==> src/rtl/core/rgb_led_pattern_sequencer_assert.svh <==
`ifndef RGB_LED_PATTERN_SEQUENCER_ASSERT_SVH
`define RGB_LED_PATTERN_SEQUENCER_ASSERT_SVH

// same-cycle implication, sampled on clk, off during rst
`define RLPS_ASSERT_NOW(label, ante, cons) \
  label: assert property (@(posedge clk) disable iff (rst) (ante) |-> (cons)) \
    else $error("rlps check failed: now");

// next-cycle implication, sampled on clk, off during rst
`define RLPS_ASSERT_NEXT(label, ante, cons) \
  label: assert property (@(posedge clk) disable iff (rst) (ante) |=> (cons)) \
    else $error("rlps check failed: next");

`endif

==> src/rtl/core/rlps_pkg.sv <==
package rlps_pkg;

  // pin level bits
  localparam int unsigned PinRed   = 0;
  localparam int unsigned PinGreen = 1;
  localparam int unsigned PinBlue  = 2;

  typedef enum logic [2:0] {
    OP_TICK  = 3'd0,
    OP_CLICK = 3'd1,
    OP_ERROR = 3'd2,
    OP_BLINK = 3'd3,
    OP_OFF   = 3'd4,
    OP_STOP  = 3'd5
  } op_t;

  typedef enum logic [2:0] {
    REG_CLICK_HOLD   = 3'd0,
    REG_ERROR_HOLD   = 3'd1,
    REG_FLASH_PERIOD = 3'd2,
    REG_LOOP_PERIOD  = 3'd3,
    REG_ERROR_LIMIT  = 3'd4,
    REG_BLINK_LIMIT  = 3'd5
  } reg_idx_t;

  localparam logic [1:0] ERR_STEADY = 2'd1;
  localparam logic [1:0] ERR_FLASH  = 2'd2;

  localparam logic [2:0] COL_NONE   = 3'd0;
  localparam logic [2:0] COL_RED    = 3'd1;
  localparam logic [2:0] COL_GREEN  = 3'd2;
  localparam logic [2:0] COL_BLUE   = 3'd3;
  localparam logic [2:0] COL_PURPLE = 3'd4;
  localparam logic [2:0] COL_CYAN   = 3'd5;
  localparam logic [2:0] COL_WHITE  = 3'd6;

  localparam logic [15:0] CLICK_HOLD_RST   = 16'd500;
  localparam logic [15:0] ERROR_HOLD_RST   = 16'd2000;
  localparam logic [15:0] FLASH_PERIOD_RST = 16'd200;
  localparam logic [15:0] LOOP_PERIOD_RST  = 16'd400;
  localparam logic [3:0]  ERROR_LIMIT_RST  = 4'd4;
  localparam logic [3:0]  BLINK_LIMIT_RST  = 4'd6;

  typedef struct packed {
    logic [15:0] click_hold_ms;
    logic [15:0] error_hold_ms;
    logic [15:0] flash_period_ms;
    logic [15:0] loop_period_ms;
    logic [3:0]  error_toggle_limit;
    logic [3:0]  blink_toggle_limit;
  } cfg_t;

  typedef struct packed {
    logic [2:0] operation;
    logic [2:0] color;
    logic       loop_mode;
    logic [1:0] error_kind;
  } cmd_t;

  typedef struct packed {
    logic [2:0] pins;
    logic       busy;
  } res_t;

  typedef struct packed {
    logic        running;
    logic        click_active;
    logic        error_active;
    logic        blink_active;
    logic [1:0]  error_mode;
    logic [3:0]  toggle_count;
    logic        phase_on;
    logic [2:0]  blink_color;
    logic        blink_forever;
    logic [15:0] elapsed_ms;
    logic [2:0]  pin_levels;
  } state_t;

  // pin pattern for a colour code; the unused code keeps the current pins
  function automatic logic [2:0] color_pins(input logic [2:0] col, input logic [2:0] cur);
    logic [2:0] p;
    p = cur;
    case (col)
      COL_NONE:   p = 3'b000;
      COL_RED:    p = 3'b001;
      COL_GREEN:  p = 3'b010;
      COL_BLUE:   p = 3'b100;
      COL_PURPLE: p = 3'b101;
      COL_CYAN:   p = 3'b110;
      COL_WHITE:  p = 3'b111;
      default:    p = cur;
    endcase
    return p;
  endfunction

endpackage

==> src/rtl/core/rlps_ifs.sv <==
interface rlps_cmd_if;
  logic       valid;
  logic       ready;
  logic [2:0] operation;
  logic [2:0] color;
  logic       loop_mode;
  logic [1:0] error_kind;

  modport source (output valid, operation, color, loop_mode, error_kind, input ready);
  modport sink   (input valid, operation, color, loop_mode, error_kind, output ready);
endinterface

interface rlps_res_if;
  logic valid;
  logic ready;
  logic red_on;
  logic green_on;
  logic blue_on;
  logic busy_res;

  modport source (output valid, red_on, green_on, blue_on, busy_res, input ready);
  modport sink   (input valid, red_on, green_on, blue_on, busy_res, output ready);
endinterface

==> src/rtl/core/rlps_cfg.sv <==
module rlps_cfg (
  input  logic            clk,
  input  logic            rst,
  input  logic            cfg_we,
  input  logic [2:0]      cfg_index,
  input  logic [15:0]     cfg_data,
  output rlps_pkg::cfg_t  cfg
);

  always_ff @(posedge clk) begin
    if (rst) begin
      cfg.click_hold_ms      <= rlps_pkg::CLICK_HOLD_RST;
      cfg.error_hold_ms      <= rlps_pkg::ERROR_HOLD_RST;
      cfg.flash_period_ms    <= rlps_pkg::FLASH_PERIOD_RST;
      cfg.loop_period_ms     <= rlps_pkg::LOOP_PERIOD_RST;
      cfg.error_toggle_limit <= rlps_pkg::ERROR_LIMIT_RST;
      cfg.blink_toggle_limit <= rlps_pkg::BLINK_LIMIT_RST;
    end else if (cfg_we) begin
      case (rlps_pkg::reg_idx_t'(cfg_index))
        rlps_pkg::REG_CLICK_HOLD:   cfg.click_hold_ms      <= cfg_data;
        rlps_pkg::REG_ERROR_HOLD:   cfg.error_hold_ms      <= cfg_data;
        rlps_pkg::REG_FLASH_PERIOD: cfg.flash_period_ms    <= cfg_data;
        rlps_pkg::REG_LOOP_PERIOD:  cfg.loop_period_ms     <= cfg_data;
        rlps_pkg::REG_ERROR_LIMIT:  cfg.error_toggle_limit <= cfg_data[3:0];
        rlps_pkg::REG_BLINK_LIMIT:  cfg.blink_toggle_limit <= cfg_data[3:0];
        default: ;
      endcase
    end
  end

endmodule

==> src/rtl/core/rlps_seq.sv <==
module rlps_seq (
  input  logic            clk,
  input  logic            rst,
  input  logic            take,
  input  rlps_pkg::cmd_t  cmd,
  input  rlps_pkg::cfg_t  cfg,
  output rlps_pkg::res_t  res_next
);

  rlps_pkg::state_t st;
  rlps_pkg::state_t st_next;

  always_comb begin
    logic done;
    st_next = st;
    done    = 1'b0;
    case (rlps_pkg::op_t'(cmd.operation))
      rlps_pkg::OP_TICK: begin
        if (st_next.elapsed_ms != 16'hFFFF) st_next.elapsed_ms = st_next.elapsed_ms + 16'd1;
        if (st.running) begin
          if (st_next.click_active) begin
            if (st_next.elapsed_ms > cfg.click_hold_ms) begin
              st_next.pin_levels   = 3'b000;
              st_next.click_active = 1'b0;
              st_next.running      = 1'b0;
              done                 = 1'b1;
            end else begin
              st_next.pin_levels = rlps_pkg::color_pins(rlps_pkg::COL_PURPLE,
                                                        st_next.pin_levels);
            end
          end
          if (!done && st_next.error_active) begin
            if (st_next.error_mode == rlps_pkg::ERR_STEADY) begin
              if (st_next.elapsed_ms > cfg.error_hold_ms) begin
                st_next.pin_levels   = 3'b000;
                st_next.error_active = 1'b0;
                st_next.running      = 1'b0;
                done                 = 1'b1;
              end else begin
                st_next.pin_levels = rlps_pkg::color_pins(rlps_pkg::COL_RED,
                                                          st_next.pin_levels);
              end
            end else if (st_next.error_mode == rlps_pkg::ERR_FLASH) begin
              if (st_next.toggle_count == cfg.error_toggle_limit) begin
                st_next.error_active = 1'b0;
                st_next.running      = 1'b0;
              end
              if (st_next.elapsed_ms > cfg.flash_period_ms &&
                  st_next.toggle_count < cfg.error_toggle_limit) begin
                st_next.toggle_count = st_next.toggle_count + 4'd1;
                st_next.phase_on     = !st_next.phase_on;
                st_next.elapsed_ms   = 16'd0;
              end
              st_next.pin_levels = st_next.phase_on ? 3'b001 : 3'b000;
            end
          end
          if (!done && st_next.blink_active) begin
            if (!st_next.blink_forever) begin
              if (st_next.toggle_count == cfg.blink_toggle_limit) begin
                st_next.blink_active = 1'b0;
                st_next.running      = 1'b0;
              end
              if (st_next.elapsed_ms > cfg.flash_period_ms &&
                  st_next.toggle_count < cfg.blink_toggle_limit) begin
                st_next.toggle_count = st_next.toggle_count + 4'd1;
                st_next.phase_on     = !st_next.phase_on;
                st_next.elapsed_ms   = 16'd0;
              end
            end else if (st_next.elapsed_ms > cfg.loop_period_ms) begin
              st_next.phase_on   = !st_next.phase_on;
              st_next.elapsed_ms = 16'd0;
            end
            st_next.pin_levels = rlps_pkg::color_pins(
                st_next.phase_on ? st_next.blink_color : rlps_pkg::COL_NONE,
                st_next.pin_levels);
          end
        end
      end
      rlps_pkg::OP_CLICK: begin
        st_next.elapsed_ms   = 16'd0;
        st_next.click_active = 1'b1;
        st_next.error_active = 1'b0;
        st_next.blink_active = 1'b0;
        st_next.running      = 1'b1;
      end
      rlps_pkg::OP_ERROR: begin
        st_next.elapsed_ms   = 16'd0;
        st_next.error_active = 1'b1;
        st_next.error_mode   = cmd.error_kind;
        st_next.toggle_count = 4'd0;
        st_next.click_active = 1'b0;
        st_next.blink_active = 1'b0;
        st_next.running      = 1'b1;
      end
      rlps_pkg::OP_BLINK: begin
        st_next.blink_color   = cmd.color;
        st_next.elapsed_ms    = 16'd0;
        st_next.blink_active  = 1'b1;
        st_next.blink_forever = cmd.loop_mode;
        st_next.toggle_count  = 4'd0;
        st_next.click_active  = 1'b0;
        st_next.error_active  = 1'b0;
        st_next.running       = 1'b1;
      end
      rlps_pkg::OP_OFF: begin
        st_next.pin_levels = 3'b000;
      end
      rlps_pkg::OP_STOP: begin
        st_next.blink_forever = 1'b0;
        st_next.running       = 1'b0;
        st_next.pin_levels    = 3'b000;
      end
      default: ;
    endcase
  end

  assign res_next.pins = st_next.pin_levels;
  assign res_next.busy = st_next.running;

  always_ff @(posedge clk) begin
    if (rst) begin
      st <= '0;
    end else if (take) begin
      st <= st_next;
    end
  end

endmodule

==> src/rtl/core/rgb_led_pattern_sequencer.sv <==
// a command's result is registered on acceptance and shows on res in the next cycle
// throughput: one command per cycle while res.ready is high or no result is held
// the result register frees cmd.ready as soon as its held result is taken
// rst (synchronous, active high) clears all pattern state, pin levels included,
// and reloads every configuration register with its default; res_q is not reset
module rgb_led_pattern_sequencer (
  input  logic        clk,
  input  logic        rst,
  rlps_cmd_if.sink    cmd,
  rlps_res_if.source  res,
  input  logic        cfg_we,
  input  logic [2:0]  cfg_index,
  input  logic [15:0] cfg_data
);

  `include "rgb_led_pattern_sequencer_assert.svh"

  rlps_pkg::cfg_t cfg;
  rlps_pkg::cmd_t cmd_in;
  rlps_pkg::res_t res_next;
  rlps_pkg::res_t res_q;
  logic           res_valid;
  logic           take;

  assign cmd_in.operation  = cmd.operation;
  assign cmd_in.color      = cmd.color;
  assign cmd_in.loop_mode  = cmd.loop_mode;
  assign cmd_in.error_kind = cmd.error_kind;

  assign cmd.ready = !res_valid || res.ready;
  assign take      = cmd.valid && cmd.ready;

  rlps_cfg u_cfg (
    .clk       (clk),
    .rst       (rst),
    .cfg_we    (cfg_we),
    .cfg_index (cfg_index),
    .cfg_data  (cfg_data),
    .cfg       (cfg)
  );

  rlps_seq u_seq (
    .clk      (clk),
    .rst      (rst),
    .take     (take),
    .cmd      (cmd_in),
    .cfg      (cfg),
    .res_next (res_next)
  );

  always_ff @(posedge clk) begin
    if (rst) begin
      res_valid <= 1'b0;
    end else if (take) begin
      res_valid <= 1'b1;
    end else if (res.ready) begin
      res_valid <= 1'b0;
    end
  end

  always_ff @(posedge clk) begin
    if (take) begin
      res_q <= res_next;
    end
  end

  assign res.valid    = res_valid;
  assign res.red_on   = res_q.pins[rlps_pkg::PinRed];
  assign res.green_on = res_q.pins[rlps_pkg::PinGreen];
  assign res.blue_on  = res_q.pins[rlps_pkg::PinBlue];
  assign res.busy_res = res_q.busy;

  `RLPS_ASSERT_NOW(a_ready_when_empty, !res_valid, cmd.ready)
  `RLPS_ASSERT_NEXT(a_stop_idles,
    take && cmd.operation == 3'(rlps_pkg::OP_STOP),
    res.valid && !res.busy_res && !res.red_on && !res.green_on && !res.blue_on)
  `RLPS_ASSERT_NEXT(a_off_dark,
    take && cmd.operation == 3'(rlps_pkg::OP_OFF),
    res.valid && !res.red_on && !res.green_on && !res.blue_on)
  `RLPS_ASSERT_NEXT(a_start_busy,
    take && (cmd.operation == 3'(rlps_pkg::OP_CLICK) ||
             cmd.operation == 3'(rlps_pkg::OP_ERROR) ||
             cmd.operation == 3'(rlps_pkg::OP_BLINK)),
    res.valid && res.busy_res)

endmodule
==> src/flat_wrapper.sv <==
// flat-port wrapper written by rule: the top's interface ports become plain ports
module rgb_led_pattern_sequencer_flat 
  (clk, rst, cfg_we, cfg_index, cfg_data, cmd_valid, cmd_operation, cmd_color, cmd_loop_mode, cmd_error_kind, cmd_ready, res_valid, res_red_on, res_green_on, res_blue_on, res_busy_res, res_ready);
  rlps_cmd_if cmd_i ();
  rlps_res_if res_i ();
  input  logic clk;
  input  logic rst;
  input  logic cfg_we;
  input  logic [2:0] cfg_index;
  input  logic [15:0] cfg_data;
  input wire logic [$bits(cmd_i.valid)-1:0] cmd_valid;
  input wire logic [$bits(cmd_i.operation)-1:0] cmd_operation;
  input wire logic [$bits(cmd_i.color)-1:0] cmd_color;
  input wire logic [$bits(cmd_i.loop_mode)-1:0] cmd_loop_mode;
  input wire logic [$bits(cmd_i.error_kind)-1:0] cmd_error_kind;
  output wire logic [$bits(cmd_i.ready)-1:0] cmd_ready;
  output wire logic [$bits(res_i.valid)-1:0] res_valid;
  output wire logic [$bits(res_i.red_on)-1:0] res_red_on;
  output wire logic [$bits(res_i.green_on)-1:0] res_green_on;
  output wire logic [$bits(res_i.blue_on)-1:0] res_blue_on;
  output wire logic [$bits(res_i.busy_res)-1:0] res_busy_res;
  input wire logic [$bits(res_i.ready)-1:0] res_ready;
  assign cmd_i.valid = cmd_valid;
  assign cmd_i.operation = cmd_operation;
  assign cmd_i.color = cmd_color;
  assign cmd_i.loop_mode = cmd_loop_mode;
  assign cmd_i.error_kind = cmd_error_kind;
  assign cmd_ready = cmd_i.ready;
  assign res_valid = res_i.valid;
  assign res_red_on = res_i.red_on;
  assign res_green_on = res_i.green_on;
  assign res_blue_on = res_i.blue_on;
  assign res_busy_res = res_i.busy_res;
  assign res_i.ready = res_ready;
  rgb_led_pattern_sequencer u_core (.clk(clk), .rst(rst), .cmd(cmd_i), .res(res_i), .cfg_we(cfg_we), .cfg_index(cfg_index), .cfg_data(cfg_data));
endmodule
==> config.mk <==
export PLATFORM = sky130hd
export DESIGN_NAME = rgb_led_pattern_sequencer_flat
export DESIGN_NICKNAME = d
export VERILOG_FILES = /design/src/rtl/core/rlps_pkg.sv /design/src/rtl/core/rlps_ifs.sv /design/src/rtl/core/rlps_cfg.sv /design/src/rtl/core/rlps_seq.sv /design/src/rtl/core/rgb_led_pattern_sequencer.sv /design/src/flat_wrapper.sv
export VERILOG_INCLUDE_DIRS = /design/src /design/src/rtl/core
export SDC_FILE = /design/constraint.sdc
export NUM_CORES = 1
export LEC_CHECK = 0
export ABC_AREA = 0
export BUFFER_PORTS_ARGS = -buffer_cell sky130_fd_sc_hd__buf_2
export CAP_MARGIN = 25
export CELL_PAD_IN_SITES_DETAIL_PLACEMENT = 1
export CELL_PAD_IN_SITES_GLOBAL_PLACEMENT = 2
export CORE_MARGIN = 2
export CORE_UTILIZATION = 35
export DETAILED_ROUTE_END_ITERATION = 10
export PLACE_DENSITY_LB_ADDON = 0.15
export SLEW_MARGIN = 5
export SYNTH_ARGS = -nofsm -noshare
export SYNTH_HDL_FRONTEND = slang
export SYNTH_HIERARCHICAL = 1
export SYNTH_SLANG_ARGS = --single-unit
==> constraint.sdc <==
create_clock -name clk -period 6.25 [get_ports clk]
set_clock_uncertainty 0.1 [all_clocks]
set_input_delay 0.9375 -clock clk [delete_from_list [all_inputs] [get_ports clk]]
set_output_delay 0.9375 -clock clk [all_outputs]
set_load 0.02 [all_outputs]
==> results.sh <==
export IMPL_drive_above_1_share_pct=13.6
export IMPL_yosysSeqAreaShare_pct=29.6
export IMPL_synth_top_flop_cell="dfxtp_1"
export IMPL_post_route_period_util_pct=94.6
export IMPL_cts_tree="yes"
export IMPL_drtPass1Iterations=4
export IMPL_rsz0062_at_grt="no"
export IMPL_crit_slowest_cell="or3_1"
export IMPL_grt_pass1_vias=6700
export IMPL_synth_cell_types=75
export IMPL_worstMarginPinSlew_ns=1.01
export IMPL_syn_to_final_growth_pct=13.4
export IMPL_nNetsFinal=1045
export IMPL_grt_overflow=0
export IMPL_critPathKind="reg2reg"
export IMPL_hold_violations=0
export IMPL_cp_arrival_ns=6.10
export IMPL_synth_fp_nets=1010
export IMPL_hold_path_depth=2
export IMPL_required_ns=6.44
export IMPL_syn_inst=884
export IMPL_synth_edff_count=4
export IMPL_maxCapViolations=0
export IMPL_cp_end_kind="flip-flop"
export IMPL_ff_latch_area_um2=2280
export IMPL_clock_sinks=111
export IMPL_antenna_found_initial=0
export IMPL_start_util_pct=35.3
export IMPL_drt_iter0_markers=203
export IMPL_irDropWorstVdd_v=0.000106
export IMPL_wl_met1_mm=10.2
export IMPL_holdWs_ns=0.380
export IMPL_clk_latency_ns=0.37
export IMPL_maxSlewHeadroom_pct=32.3
export IMPL_coreArea_um2=21600
export IMPL_setup_total_negative_slack_ns=0
export IMPL_clk_pin_slew_ns=0.09
export IMPL_die_area_um2=23000
export IMPL_wl_per_cell_um=19.3
export IMPL_slowest_delay_ns=0.43
export IMPL_synth_area_um2=7630
export IMPL_reg2reg_slack_ns=0.34
export IMPL_ys_seq_elements=111
export IMPL_grt_pass1_wl_mm=36.9
export IMPL_dr_wl_met2_mm=12.0
export IMPL_synth_top_area_cell="dfxtp_1"
export IMPL_pwr_density_cell_nw_per_um2=174
export IMPL_synth_top_area_share_pct=28.1
export IMPL_worstHoldEndpoint="u_core/u_cfg/cfg[67]"
export IMPL_globalplace_congestion=0.824
export IMPL_startpoint_type="flip-flop"
export IMPL_drv_slew=0
export IMPL_synthArstFlopShare_pct=0
export IMPL_htreeDepth=3
export IMPL_die_x_um=152
export IMPL_top_layer_used="met4"
export IMPL_antenna_left=0
export IMPL_status="complete, no violations"
export IMPL_vias=6320
export IMPL_synthTopCellsByArea="dfxtp_1 28%, ha_1 15%, mux2i_1 10%, nand2b_1 5.8%, inv_1 4.0%"
export IMPL_synth_most_common_cell="dfxtp_1"
export IMPL_numCtsBuffers=9
export IMPL_fmax_mhz=169
export IMPL_drc=0
export IMPL_cts_root_buf="clkbuf_16"
export IMPL_yosysWarningCount=6
export IMPL_grt_max_degree=92
export IMPL_finalCriticalPeriod_ns=5.91
export IMPL_r2r_end="u_core/u_seq/st[9]"
export IMPL_r2r_start="u_core/u_seq/st[3]"
export IMPL_leakage_nw=3.93
export IMPL_io_buffer_count=38
export IMPL_num_antenna_cells=0
export IMPL_multi_input_area_um2=4980
export IMPL_reg2reg_depth=29
export IMPL_ctsHoldBuffers=0
export IMPL_crit_fanout=20
export IMPL_die_height_um=152
export IMPL_min_from="u_core/u_cfg/cfg[67]"
export IMPL_total_power_mw=1.51
export IMPL_num_rows=54
export IMPL_setup_viol=0
export IMPL_synth_common_cells="107 x dfxtp_1, 93 x ha_1, 81 x inv_1"
export IMPL_dpl_hpwl_mm=18.1
export IMPL_hp_class="reg2reg"
export IMPL_avgSynthCellArea_um2=8.64
export IMPL_cts_max_path_buffers=2
export IMPL_vias_per_cell=5.25
export IMPL_nFillCells=2586
export IMPL_grt_use_total_pct=21.0
export IMPL_wl_met3_um=484
export IMPL_finalWirelength_mm=23.3
export IMPL_ios=39
[worst max path at each step]
stage | cells after the start | end | slack (ns) | from
6_report | 29 | u_core/u_seq/st[9] | 0.34 | u_core/u_seq/st[3]
5_1_grt | 25 | u_core/u_seq/st[3] | 0.02 | u_core/u_seq/st[11]
4_1_cts | 26 | u_core/res.blue_on | 0.04 | u_core/u_seq/st[4]
3_5_place_dp | 27 | u_core/res.blue_on | -0.20 | u_core/u_seq/st[4]
3_3_place_gp | 27 | u_core/res.blue_on | -0.05 | u_core/u_seq/st[4]
2_1_floorplan | 26 | u_core/res.blue_on | 0.09 | u_core/u_seq/st[3]
[stage by stage]
| step | cell area, µm² | utilization, % | worst slack, ns | std cells |
|---|---|---|---|---|
| global placement | 8190 | 37.9 | -0.0527 | 1185 |
| detailed placement | 8200 | 37.9 | -0.202 | 1186 |
| CTS | 8560 | 39.6 | 0.0404 | 1203 |
| global route | 8660 | 40.1 | 0.0184 | 1204 |
| floorplan | 7630 | - | 0.0919 | 884 |
| finish | 8660 | 40.1 | 0.337 | 1204 |
[flip-flops by register name, indices dropped and copies added, names as in the netlist]
signal and flops:
u_core/u_cfg/cfg 72, u_core/res.busy_res 1, u_core/res.green_on 1, u_core/res.valid 1
u_core/res.blue_on 1, u_core/u_seq/st 34, u_core/res.red_on 1
[timing repair]
action / CTS / global route
cloned: 0 / 0
pin swaps: 1 / 7
resized for setup: 7 / 26
endpoints found under the setup margin: 23 / 25
setup buffers: 1 / 1
[cells in the final DEF (no fill, tap or decap), drive strengths merged, types with 8 or more instances in the layout]
cell,instances
dfxtp,107
ha,93
inv,84
nor2,78
mux2i,76
nand2b,72
buf,67
a21oi,46
nand2,43
o21ai,27
nand4,19
and2,19
nand3,16
a22oi,15
nor2b,10
clkbuf,10
xnor2,9
nor3,9
o211ai,8
o21a,8
xor2,8
[power breakdown]
| part | leakage [nW] | total, mW | switching, mW | internal (mW) |
|---|---|---|---|---|
| clock | 0.157 | 0.638 | 0.307 | 0.330 |
| combinational | 2.86 | 0.139 | 0.0852 | 0.0543 |
| sequential | 0.911 | 0.734 | 0.00993 | 0.724 |
[logic make-up (layout without fill, tap and decap cells)]
logic type               after synthesis  in the layout  synth area share, %
AO/OA/AOI/OAI                        153            153                 13.7
XOR/XNOR                              18             18                 2.25
adder cells (fa/ha/maj)               93             93                 15.2
buffers and inverters                124            164                 6.72
flip-flops                           111            111                 29.6
multiplexers                          78             78                 10.3
AND/OR/NAND/NOR                      307            307                 22.2
[worst max-delay path, delay by kind of cell, from the launching register on]
kind | cells | cell delay [ns]
compound gates | 10 | 1.81
xor+xnor | 1 | 0.08
fa+ha+maj | 3 | 0.80
buf+inv | 5 | 0.80
flops | 1 | 0.35
simple gates | 10 | 1.89
[area by class of cell]
cell class / count / share of cell area (%)
Clock inverter: 6 / 0.867
Multi-Input combinational cell: 649 / 57.6
Timing Repair Buffer: 67 / 4.97
Tap cell: 280 / 4.05
Clock buffer: 10 / 2.76
Sequential cell: 111 / 26.3
Inverter: 81 / 3.51
[per-layer routing]
| layer | vias up | GRT usage [%] |
|---|---|---|
| met2 | 68 | 39.2 |
| met1 | 3064 | 25.1 |
| met3 | 31 | 2.75 |
| met4 | 0 | 5.93 |
| met5 | - | 0 |
| li1 | 3157 | - |
Power figures use the tool's default switching activity.
